<file path="src/rtl/ezq_pkg.sv">
// Shared constants, types and the arctangent table for the Euler-to-quaternion pipe.
// Used by ezq_cordic and euler_zyx_to_quaternion; no dependencies.
package ezq_pkg;

   localparam int ANGLE_W         = 24;
   localparam int MAX_W           = 23;
   localparam int QUAT_W          = 16;
   localparam int STATUS_W        = 2;
   localparam int ANGLE_FRAC_BITS = 16;
   localparam int TRIG_STAGES     = 16;
   localparam int ATAN_ENTRIES    = 24;

   // CORDIC datapath widths
   localparam int CW     = 33;   // x, y, z
   localparam int TW     = 18;   // sine/cosine, Q15 with headroom
   localparam int PHASE_W = 32;

   localparam logic [MAX_W-1:0] MAX_ANGLE_RST = 23'd6588397;
   localparam logic [30:0]      INV_TWO_PI    = 31'd683565276;
   localparam logic [CW-1:0]    CORDIC_ONE    = 33'd652032875;
   localparam logic [33:0]      NORM_ONE      = 34'd1073741824;
   localparam logic [33:0]      NORM_TOL      = 34'd10737418;

   localparam logic [STATUS_W-1:0] ST_OK        = 2'd0;
   localparam logic [STATUS_W-1:0] ST_RANGE     = 2'd1;
   localparam logic [STATUS_W-1:0] ST_NORM_FAIL = 2'd2;

   localparam logic REG_MAX_ANGLE = 1'b0;

   typedef logic signed [TW-1:0] trig_type;

   // arctangent of 2^-i in units of 2^-32 turn
   function automatic logic signed [CW-1:0] atan_turn(input logic [4:0] idx);
      logic signed [CW-1:0] r;
      begin
         unique case (idx)
            5'd0:  r = 33'sd536870912;
            5'd1:  r = 33'sd316933406;
            5'd2:  r = 33'sd167458907;
            5'd3:  r = 33'sd85004756;
            5'd4:  r = 33'sd42667331;
            5'd5:  r = 33'sd21354465;
            5'd6:  r = 33'sd10679838;
            5'd7:  r = 33'sd5340245;
            5'd8:  r = 33'sd2670163;
            5'd9:  r = 33'sd1335087;
            5'd10: r = 33'sd667544;
            5'd11: r = 33'sd333772;
            5'd12: r = 33'sd166886;
            5'd13: r = 33'sd83443;
            5'd14: r = 33'sd41722;
            5'd15: r = 33'sd20861;
            5'd16: r = 33'sd10430;
            5'd17: r = 33'sd5215;
            5'd18: r = 33'sd2608;
            5'd19: r = 33'sd1304;
            5'd20: r = 33'sd652;
            5'd21: r = 33'sd326;
            5'd22: r = 33'sd163;
            5'd23: r = 33'sd81;
            default: r = '0;
         endcase
         return r;
      end
   endfunction

endpackage

</file>
<file path="src/rtl/ezq_cordic.sv">
// One rotation-mode CORDIC lane, one stage per register, plus quadrant fold and Q15 rounding.
// Depends on ezq_pkg. The input register, the STAGES rotation registers and the output register all advance on adv.
module ezq_cordic #(
   parameter int STAGES = ezq_pkg::TRIG_STAGES
) (
   input  logic                              clock,
   input  logic                              adv,
   input  logic signed [ezq_pkg::CW-1:0]     z_in,
   input  logic        [1:0]                 quad_in,
   output ezq_pkg::trig_type                 cos_out,
   output ezq_pkg::trig_type                 sin_out
);

   localparam int CW = ezq_pkg::CW;

   logic signed [CW-1:0] x_ff [0:STAGES];
   logic signed [CW-1:0] y_ff [0:STAGES];
   logic signed [CW-1:0] z_ff [0:STAGES];
   logic        [1:0]    quad_ff [0:STAGES];
   ezq_pkg::trig_type    cos_ff, sin_ff;

   always_ff @(posedge clock) begin
      if (adv) begin
         x_ff[0]    <= ezq_pkg::CORDIC_ONE;
         y_ff[0]    <= '0;
         z_ff[0]    <= z_in;
         quad_ff[0] <= quad_in;
      end
   end

   for (genvar i = 0; i < STAGES; i++) begin : g_stage
      logic signed [CW-1:0] xs, ys, at;
      assign xs = x_ff[i] >>> i;
      assign ys = y_ff[i] >>> i;
      assign at = ezq_pkg::atan_turn(5'(i));
      always_ff @(posedge clock) begin
         if (adv) begin
            quad_ff[i+1] <= quad_ff[i];
            if (!z_ff[i][CW-1]) begin
               x_ff[i+1] <= x_ff[i] - ys;
               y_ff[i+1] <= y_ff[i] + xs;
               z_ff[i+1] <= z_ff[i] - at;
            end else begin
               x_ff[i+1] <= x_ff[i] + ys;
               y_ff[i+1] <= y_ff[i] - xs;
               z_ff[i+1] <= z_ff[i] + at;
            end
         end
      end
   end

   logic signed [CW-1:0] c_raw, s_raw;
   logic signed [CW:0]   c_sum, s_sum;

   always_comb begin
      unique case (quad_ff[STAGES])
         2'd0: begin c_raw = x_ff[STAGES];  s_raw = y_ff[STAGES];  end
         2'd1: begin c_raw = -y_ff[STAGES]; s_raw = x_ff[STAGES];  end
         2'd2: begin c_raw = -x_ff[STAGES]; s_raw = -y_ff[STAGES]; end
         default: begin c_raw = y_ff[STAGES]; s_raw = -x_ff[STAGES]; end
      endcase
   end

   // round to Q15
   assign c_sum = (CW+1)'(c_raw) + (CW+1)'(16384);
   assign s_sum = (CW+1)'(s_raw) + (CW+1)'(16384);

   always_ff @(posedge clock) begin
      if (adv) begin
         cos_ff <= c_sum[32:15];
         sin_ff <= s_sum[32:15];
      end
   end

   assign cos_out = cos_ff;
   assign sin_out = sin_ff;

endmodule

</file>
<file path="config.mk">
export PLATFORM = sky130hd
export DESIGN_NAME = ezq_cordic
export DESIGN_NICKNAME = d
export VERILOG_FILES = /design/src/rtl/ezq_pkg.sv /design/src/rtl/ezq_cordic.sv
export SDC_FILE = /design/constraint.sdc
export NUM_CORES = 2
export LEC_CHECK = 0
export BUFFER_PORTS_ARGS = -buffer_cell sky130_fd_sc_hd__buf_2
export CAP_MARGIN = 15
export CORE_MARGIN = 2
export CORE_UTILIZATION = 60
export CTS_CLUSTER_SIZE = 28
export DETAILED_ROUTE_END_ITERATION = 12
export PLACE_DENSITY = 0.83
export SYNTH_ARGS = -nofsm -noshare
export SYNTH_HDL_FRONTEND = slang
export SYNTH_SLANG_ARGS = --single-unit
</file>
<file path="constraint.sdc">
create_clock -name clock -period 12.9 [get_ports clock]
set_input_delay 0 -clock clock [delete_from_list [all_inputs] [get_ports clock]]
set_output_delay 0 -clock clock [all_outputs]
set_load 0.03 [all_outputs]
</file>
Word level (Yosys, flattened, before mapping). Memories as Yosys holds them, arrays and structs flattened. Index checks and enable logic that the tools add are counted.

Input bits: 37. Bits in registers: 36. Logic and storage cells: 304. Memories kept: 4. Output and inout port bits: 36. RAM bits: 1717.

Bitwise gates (word level): 48. Equal/unequal tests: 2. Reductions and logical operators: 1. $add $sub $neg: 99. Mux-type cells: 148.

Memories: x_ff (depth 17, width 33, rd ports 17, clocked after memory_dff 0, wr ports 17, line ezq_cordic.sv:16) `logic signed [CW-1:0] x_ff [0:STAGES];`; y_ff (depth 17, width 33, rd ports 17, clocked after memory_dff 0, wr ports 17, line ezq_cordic.sv:17) `logic signed [CW-1:0] y_ff [0:STAGES];`; z_ff (depth 17, width 33, rd ports 16, clocked after memory_dff 0, wr ports 17, line ezq_cordic.sv:18) `logic signed [CW-1:0] z_ff [0:STAGES];`; quad_ff (depth 17, width 2, rd ports 17, clocked after memory_dff 0, wr ports 17, line ezq_cordic.sv:19) `logic [1:0] quad_ff [0:STAGES];`.

Operators with widths (count): 33-bit two-way mux (48); 33-bit case mux with 3 select lines (2); 33-bit by 16-bit adder with 33-bit output, second input constant (3); 1-bit two-way mux (98); 33-bit by 18-bit adder with 33-bit output (2); 33-bit by 19-bit adder with 33-bit output (2); 33-bit by 20-bit adder with 33-bit output (2); 33-bit by 21-bit adder with 33-bit output (2); 33-bit by 22-bit adder with 33-bit output (2); 33-bit by 23-bit adder with 33-bit output (2); 33-bit by 24-bit adder with 33-bit output (2); 33-bit by 25-bit adder with 33-bit output (2); 33-bit by 26-bit adder with 33-bit output (2); 33-bit by 27-bit adder with 33-bit output (2); 33-bit by 28-bit adder with 33-bit output (2); 33-bit by 29-bit adder with 33-bit output (2); 33-bit by 30-bit adder with 33-bit output (2); 33-bit by 31-bit adder with 33-bit output (2); 33-bit by 32-bit adder with 33-bit output (2); 33-bit negator (2); 33-bit by 18-bit subtractor with 33-bit output (2); 33-bit by 19-bit subtractor with 33-bit output (2); 33-bit by 20-bit subtractor with 33-bit output (2); 33-bit by 21-bit subtractor with 33-bit output (2); other kinds (48) (107).

Depth between registers and ports, before layout. An unclocked memory read counts as a cell.

Word-level depth: 5. Mapped depth: 23. Mapped depth without buffers: 22.

Worst setup path before layout. Ideal clock, no wire load.

Path type: input to register. Start point: input port adv. End point: memory y_ff[7][32] (data pin). Library setup time: 0.260 ns. Data required time: 12.640 ns. Buffers on the path: 4. Slack: 7.871 ns. Cell stages on the path: 21. Data arrival time: 4.770 ns. Path through: clkbuf_1 buf_1 nand2_1 inv_1 clkbuf_1 clkbuf_1 nor2_1 xnor2_1 ha_1 a21o_1 a21oi_1 o21ai_0 a2111oi_0 nor3_1 o311ai_0 a41oi_1 o31a_1 a22o_1 o21a_1 nor2_1 xnor2_1.

RTL lines: start, declared (line ezq_cordic.sv:7) `input logic adv,`; end, declared (line ezq_cordic.sv:17).

==> out/metrics.yaml <==
status:
  status: "complete, no violations"
global_routing:
  globalRouteTotalUtil: 0.297
  grt_max_degree: 170
  grt_pass1_vias: 96735
  gr-total-overflow: 0
  grt_pass1_wl_um: 510000
  antenna_found_initial: 2
yosys:
  synth.area.top_cells: "edfxtp_1 (37%), ha_1 (14%), xnor2_1 (8.3%), a21oi_1 (5.0%), xor2_1 (4.3%)"
  yosys_warnings: 0
  synth_most_common_cell: "edfxtp_1"
  synth-edff-count: 1548
  synth_top_cell_area_share: 0.371
  syn_area_per_cell_um2: 9.81
  ys.flop_type: "edfxtp_1"
  synth_common_cells: "edfxtp_1 (1548), ha_1 (1374), a21oi_1 (1251)"
  synth.distinct_cells: 86
  ys_async_sr_fraction: 0
  synth_area_leader_cell: "edfxtp_1"
  synth-seq-cells: 1548
  ys_seq_area_frac: 0.371
  synth_area_um2: 125000
  synthCells: 12756
critical_path:
  cp_slowest_cell: "inv_2"
  critical_path_required_ps: 13500
  max_stage_delay_ps: 830
  start_kind: "input pin"
  critical_path_class: "input pin to register"
  critical_path_arrival_ps: 7320
  r2r_cells: 18
  end_kind: "register"
  crit_fanout: 115
  crit_path_cell_trace: "dlygate4sd3_1 -> buf_12 -> buf_4 -> nand2_2 -> inv_2 -> nor2_1 -> xor2_1 -> ha_1 -> a21oi_1 -> o21bai_1 -> a21oi_1 -> o21ai_0 -> a31oi_1 -> o21ai_0 -> and4_1 -> or4b_2 -> a31oi_1 -> o21ai_0 -> a21oi_1 -> xnor2_1"
cts:
  post_cts_buffers: 0
  cts_resized: 0
  cts_buffers: 172
  cts_sinks: 1548
  clock-root-buffer: "clkbuf_16"
  cts.htree.levels: 4
  cts_tree: "yes"
  clock_latency_ps: 860
  cts.reportedPaths.clkPinSlew_ps: 60
  clock_path_buffers: 3
routing:
  firstDrtPassIters: 9
  avgRoutedWirePerCell_um: 20.4
  first_iter_violations: 9128
  drcViolationCount: 0
  avgViaCountPerCell: 6.32
  drt-total-wl_um: 324000
  vias: 100313
  drtAntennaViolNets: 0
floorplanning:
  fp.dieH_um: 461
  ioPinCount: 73
  die-area_um2: 212000
  fp-row-count: 167
  die_x_um: 461
  core_area_um2: 207000
  start_util: 0.604
timing:
  rsz0062_at_grt: "no"
  fin_crit_ps: 6720
  worst_slew_pin_slew_ps: 1230
  fin_crit_sh: 0.521
  setup_viol: 0
  fmax_mhz: 149
  slew_violations: 0
  relSlewSlack: 0.179
  worst_slack_ps: 6180
  fin_skew_ps: 70.3
  hold_viol: 0
  tns_ps: 0
final_layout:
  syn_to_final_growth_pct: 8.15
  nNetsFinal: 14404
  drive_gt1_frac: 0.0435
  n_fill_cell: 15769
hold_path:
  hp-class: "input pin to register"
  hold-path-cell-count: 2
placement:
  dp_hpwl_um: 250000
  place_ws_ps: 5700
  portBuffers: 72
  finalWeightedCongestion: 0.991
run:
  maxCapViolations: 0
-- sequential cells by signal, summed over array words and instances, names as in the netlist --
name	cells
cos_out	18
quad_ff	34
sin_out	18
x_ff	487
y_ff	496
z_ff	495
-- metrics by stage --
step / cell area [um^2] / hold WS [ps] / cells / utilization
final: 135000 / 347 / 15878 / 0.653
after global routing: 135000 / 314 / 15878 / 0.653
after CTS: 135000 / 273 / 15876 / 0.653
after detailed placement: 129000 / 178 / 15491 / 0.622
after global placement: 129000 / 177 / 15491 / 0.622
after floorplan: 125000 / 98.9 / 12763 / -
-- layout by cell type (no fill, tap or decap), types with 66 or more instances in the layout --
| master | netlist | final |
|---|---|---|
| clkbuf_16 | 0 | 172 |
| nand3_1 | 204 | 204 |
| nor4_1 | 117 | 117 |
| o31ai_1 | 130 | 130 |
| mux2i_1 | 66 | 66 |
| nor2b_1 | 144 | 144 |
| xor2_1 | 618 | 618 |
| inv_1 | 512 | 509 |
| o21bai_1 | 173 | 173 |
| a21o_1 | 599 | 599 |
| ha_1 | 1374 | 1374 |
| edfxtp_1 | 1548 | 1548 |
| nor2_1 | 1013 | 1013 |
| nand2_1 | 702 | 696 |
| a31oi_1 | 114 | 114 |
| o21a_1 | 199 | 199 |
| o21ai_0 | 721 | 721 |
| or3_1 | 96 | 96 |
| and3_1 | 101 | 101 |
| buf_2 | 2 | 72 |
| xnor2_1 | 1180 | 1180 |
| nand2b_1 | 235 | 235 |
| and2_1 | 72 | 71 |
| a211oi_1 | 112 | 112 |
| o211ai_1 | 69 | 69 |
| a21oi_1 | 1251 | 1251 |
| dlygate4sd3_1 | 0 | 71 |
| nor3_1 | 318 | 318 |
-- final cells by class --
cell class / instances / area (um^2) / share of cell area
repair buffers: 198 / 1520 / 0.0112
flip-flops and latches: 1548 / 46500 / 0.343
inverters: 521 / 1960 / 0.0144
well taps: 2788 / 3490 / 0.0258
clock buffers: 188 / 4360 / 0.0322
multi-input cells: 10508 / 76100 / 0.562
clock inverters: 126 / 1480 / 0.0110
diodes: 1 / 2.50 / 0.0000185
-- kinds of logic after synthesis --
kind of cell	Yosys count	share of synthesized area
DFF	1548	0.371
and+or+nand+nor	3292	0.128
muxes	129	0.0135
xor gates and xnor gates	1798	0.126
AOI/OAI and AO/OA	3862	0.196
buffers and inverters	707	0.0212
adders and majority gates	1418	0.144
other	2	0.0000600
-- path summary, 6_finish.rpt --
path / end / slack [ps] / from
setup reg to reg: y_ff[7][32] / 6480 / z_ff[6][32]
hold reg to reg: quad_ff[5][1] / 410 / quad_ff[4][1]
setup / recovery: x_ff[15][32] / 6180 / adv
hold / removal: z_ff[9][32] / 350 / adv
-- metal layers --
layer	global-route usage	wire length, um
met5	0	20
met4	0.152	18000
met3	0.0460	22700
met2	0.498	151000
met1	0.372	133000
-- critical path: cells and delay by family --
kind,cells,cell delay (ps)
buf+inv,4,2510
fa+ha+maj,1,330
simple gates,4,1970
compound gates,9,2100
xor+xnor,2,280
-- repair_timing --
item                                    CTS  global route
hold buffers                             71             0
endpoints found under the hold margin   137             0
endpoints found under the setup margin    0             0
Power is left out: the tool's default activity adds up to more than one toggle a clock period on the data nets, which glitch-free logic cannot reach.
